### src/design/fbd_pkg.sv
// Shared types and codes for the page framebuffer draw and flush block.
// Used by the core, the clip module and the port checker.
`timescale 1ns / 1ps
`default_nettype none

package fbd_pkg;

	// Command codes carried on the input tuser
	localparam logic [2:0] MODE_CLEAR   = 3'd0;
	localparam logic [2:0] MODE_FILL    = 3'd1;
	localparam logic [2:0] MODE_OUTLINE = 3'd2;
	localparam logic [2:0] MODE_PROGRESS = 3'd3;
	localparam logic [2:0] MODE_FLUSH   = 3'd4;

	// Result kinds carried on the output tuser
	localparam logic [1:0] KIND_ACK  = 2'd0;
	localparam logic [1:0] KIND_CMD  = 2'd1;
	localparam logic [1:0] KIND_DATA = 2'd2;

	// Widths sized for the largest screen the block supports
	localparam int COORD_W = 14;
	localparam int COL_W   = 9;
	localparam int ROW_W   = 8;

	typedef logic signed [COORD_W-1:0] coord_t;

	// Rectangle before clipping
	typedef struct packed {
		coord_t x;
		coord_t y;
		coord_t w;
		coord_t h;
		logic   on;
		logic   kill;
	} rect_t;

	// Rectangle after clipping: [x0, x1) by [y0, y1)
	typedef struct packed {
		logic             empty;
		logic             on;
		logic [COL_W-1:0] x0;
		logic [COL_W-1:0] x1;
		logic [ROW_W-1:0] y0;
		logic [ROW_W-1:0] y1;
	} box_t;

	typedef enum logic [3:0] {
		ST_CLR,
		ST_IDLE,
		ST_MUL,
		ST_SETUP,
		ST_RD,
		ST_WR,
		ST_ACK,
		ST_FCMD,
		ST_FRD,
		ST_FOUT
	} state_t;

endpackage

`default_nettype wire

### src/design/fbd_clip.sv
// Clips one rectangle to the visible screen and flags empty results.
// Depends on fbd_pkg for the rectangle and box types.
`timescale 1ns / 1ps
`default_nettype none

module fbd_clip import fbd_pkg::*; #(
	parameter int X_LIMIT = 128,
	parameter int Y_LIMIT = 64
) (
	input  wire rect_t rect,
	output box_t       box
);

	localparam coord_t XL = coord_t'(X_LIMIT);
	localparam coord_t YL = coord_t'(Y_LIMIT);

	coord_t xe, ye, x0s, x1s, y0s, y1s;

	always_comb begin
		xe  = rect.x + rect.w;
		ye  = rect.y + rect.h;
		x0s = (rect.x < 0) ? coord_t'(0) : rect.x;
		y0s = (rect.y < 0) ? coord_t'(0) : rect.y;
		x1s = (xe > XL) ? XL : xe;
		y1s = (ye > YL) ? YL : ye;
		box.empty = rect.kill || (rect.w <= 0) || (rect.h <= 0)
			|| (x0s >= x1s) || (y0s >= y1s);
		box.on = rect.on;
		box.x0 = x0s[COL_W-1:0];
		box.x1 = x1s[COL_W-1:0];
		box.y0 = y0s[ROW_W-1:0];
		box.y1 = y1s[ROW_W-1:0];
	end

endmodule

`default_nettype wire

### config.mk
export PLATFORM = sky130hd
export DESIGN_NAME = fbd_clip
export DESIGN_NICKNAME = d
export VERILOG_FILES = /design/src/design/fbd_pkg.sv /design/src/design/fbd_clip.sv
export SDC_FILE = /design/constraint.sdc
export NUM_CORES = 1
export LEC_CHECK = 0
export BUFFER_PORTS_ARGS = -buffer_cell sky130_fd_sc_hd__clkbuf_2
export CAP_MARGIN = 20
export CORE_MARGIN = 3
export CORE_UTILIZATION = 48
export DETAILED_ROUTE_END_ITERATION = 16
export PLACE_DENSITY_LB_ADDON = 0.2
export SLEW_MARGIN = 5
export SYNTH_ARGS = -nofsm -noshare
export SYNTH_HDL_FRONTEND = slang
export SYNTH_SLANG_ARGS = --single-unit
### constraint.sdc
create_clock -name vclk -period 4.2
set_input_delay 0.63 -clock vclk [all_inputs]
set_output_delay 0.63 -clock vclk [all_outputs]
set_load 0.01 [all_outputs]
==> impl_results.md <==
* Total gr overflow at 0
* Setup tns final at -464 ps
* Leakage power at 2.10 nW
* Peak supply drop at 0.000107 V
* Status: finished, violations left
* Area delta synth->final at 65.9%
* Routed length per instance at 16.6 um
* Worst Setup Path Type: input port to primary output
* Fraction of layout cells with a size suffix above 1 at 45.6%
* CP Capture Type: primary output
* Die height at 77.6 um
* Register Area at 0 um2
* Synth top area share at 26.4%
* Cells along the critical path: clkbuf_2, ha_4, fa_2, a211oi_4, nor2_2, xor2_1, nor3_2, a211o_1, a21o_1, and2_4, ha_4, nand2b_4, a21oi_2, nor2b_1, o21ai_1, a2111oi_2, nor3_1, nand3_1, buf_2
* First-pass GRT wire length at 14500 um
* Core region area at 0.00485 mm2
* Area contributors post-synth: ha_1, nor2b_1, a21oi_1, nand2_1, xnor2_1
* Die W at 77.6 um
* Slew Limit Fails at 0
* Routability-driven placement congestion ratio at 0.898
* Failing checks: setup timing
* Max Cap Violations at 0
* I/O pin cnt at 94
* Post-layout minimum cycle time at 4660 ps
* Worst EP arrival at 4030 ps
* Max-slew headroom at 57.9%
* Starting Density at 50.8%
* RSZ-0062 raised after global routing: true
* Post-route setup slack at -464 ps
* Peak fanout along the critical path at 4
* Via Count at 3617
* M1 WL at 4280 um
* Syn Inst Count at 350
* DRT iter0 DRCs at 237
* Worst Tran Pin Value at 626 ps
* Place WS at -480 ps
* Rows at 25
* Synth area leader: ha_1
* Number of fill cells at 289
* DRC viols at 0
* Cell class contributing the biggest share of worst-path delay: compound AO/OA/AOI/OAI gates
* Nature of the critical path startpoint: input port
* Routed wl met2 at 4880 um
* Syn_nets at 462
* Setup Viol. Count Final at 1
* Top cell by count, worst path: ha_4
* Largest net degree at the start of global routing at 14
* Final Routed Wirelength at 10200 um
* Highest routing layer actually used: met5
* Detail Route Antenna Nets at 0
* Mean Syn Cell Area at 7.03 um2
* DR vias/cell at 5.90
* Multi-input logic area at 0.00265 mm2
* Fin crit share at 111%
* Drt first pass iters at 5
* Crit path largest cell delay at 370 ps
* All-Layer GR Usage at 28.2%
* Vias in the first global route at 3283
* Buffers plus inverters on the worst setup path at 2
* Fmax at 214 MHz
* Met3 WL at 628 um
* PD cells at 210 mW/mm2
* Critical Path Slowest Stage Cell: fa_2
* Netlist cell types at 45
* Sequential cells at 0
* NumNets Final at 660
* HP Class: input port to primary output
* I/O Buffers at 92
* Diode count at 0
* Initial antenna violation count at 1
* YS warnings at 0
* Post-synthesis cell area at 0.00246 mm2
* Clock buffers at 0
* Hold Vio Cnt, Final at 0
* Critical Path RT at 3570 ps
* Register area share after synthesis at 0%
* HPWL Detailed at 7400 um
* Die Area at 0.00602 mm2
## per-layer routing
layer  track usage (%)  vias to the layer above
met5                 0                        -
met3              1.51                       38
met2              51.9                      177
li1                  -                     1693
met1              37.0                     1707
met4              3.20                        2
## final timing paths
check                 endpoint      from  cells after the start
worst min-delay path   box[34]   rect[1]                      0
worst max-delay path   box[35]  rect[16]                     19
## metrics by stage
step | util, % | hold WS, ps | area, um2 | total power [mW] | cells
6_report | 84.2 | 1260 | 4080 | 0.858 | 613
5_1_grt | 84.2 | 1260 | 4080 | 0.924 | 613
4_1_cts | 80.3 | 1260 | 3890 | 0.759 | 609
3_5_place_dp | 78.0 | 1260 | 3780 | 0.720 | 602
3_3_place_gp | 78.0 | 1260 | 3780 | 0.695 | 602
2_1_floorplan | - | 1320 | 2530 | 0.410 | 350
## layout make-up
type	count	share of cell area, %
multi-input cells	333	64.8
repair buffers	205	32.4
inverters	8	0.736
well taps	67	2.05
## cell families (layout without fill, tap and decap cells)
kind of cell	Yosys count	count (layout)	synth area share, %
compound gates	94	94	24.1
xor+xnor	24	24	8.54
fa+ha+maj	54	54	28.1
buf+inv	17	213	3.10
mux	4	4	1.73
simple gates	157	157	34.5
## synthesized netlist by cell type (all sizes together), types with 3 or more instances
cell type / number
a211oi: 6
nor2b: 29
o21ai: 20
o211ai: 3
nand2b: 13
nor2: 20
xnor2: 12
nand3: 9
o2111ai: 3
buf: 3
clkbuf: 6
ha: 52
a21o: 11
o21a: 6
nor4: 5
or3: 4
and4: 3
and2: 15
nand2: 31
xor2: 12
a21oi: 30
nor3: 11
nand4: 8
inv: 8
## where the power goes
group,internal [mW],switching (mW)
Sequential,0,0
Clock,0,0
Combinational,0.433,0.425
## cell usage in the layout (no fill, tap or decap), types with 8 or more instances in the layout
cell      instances
a21o_1           11
a21oi_1          24
and2_1           13
buf_4           112
clkbuf_2         90
ha_1             43
ha_4              9
inv_1             8
nand2_1          30
nand2b_1         11
nand3_1           9
nand4_1           8
nor2_1           19
nor2b_1          29
nor3_1            9
o21ai_0          12
xnor2_1          11
xor2_1           12
## timing repair
item                                    in CTS  in global routing
gates cloned                                 0                  0
pin swaps                                   11                 22
setup buffers                                7                  4
hold buffers                                 0                  0
gates resized for setup                     15                 31
endpoints found under the setup margin       1                  1
endpoints found under the hold margin        0                  0
Note: power is estimated with default switching activity, not from simulation.
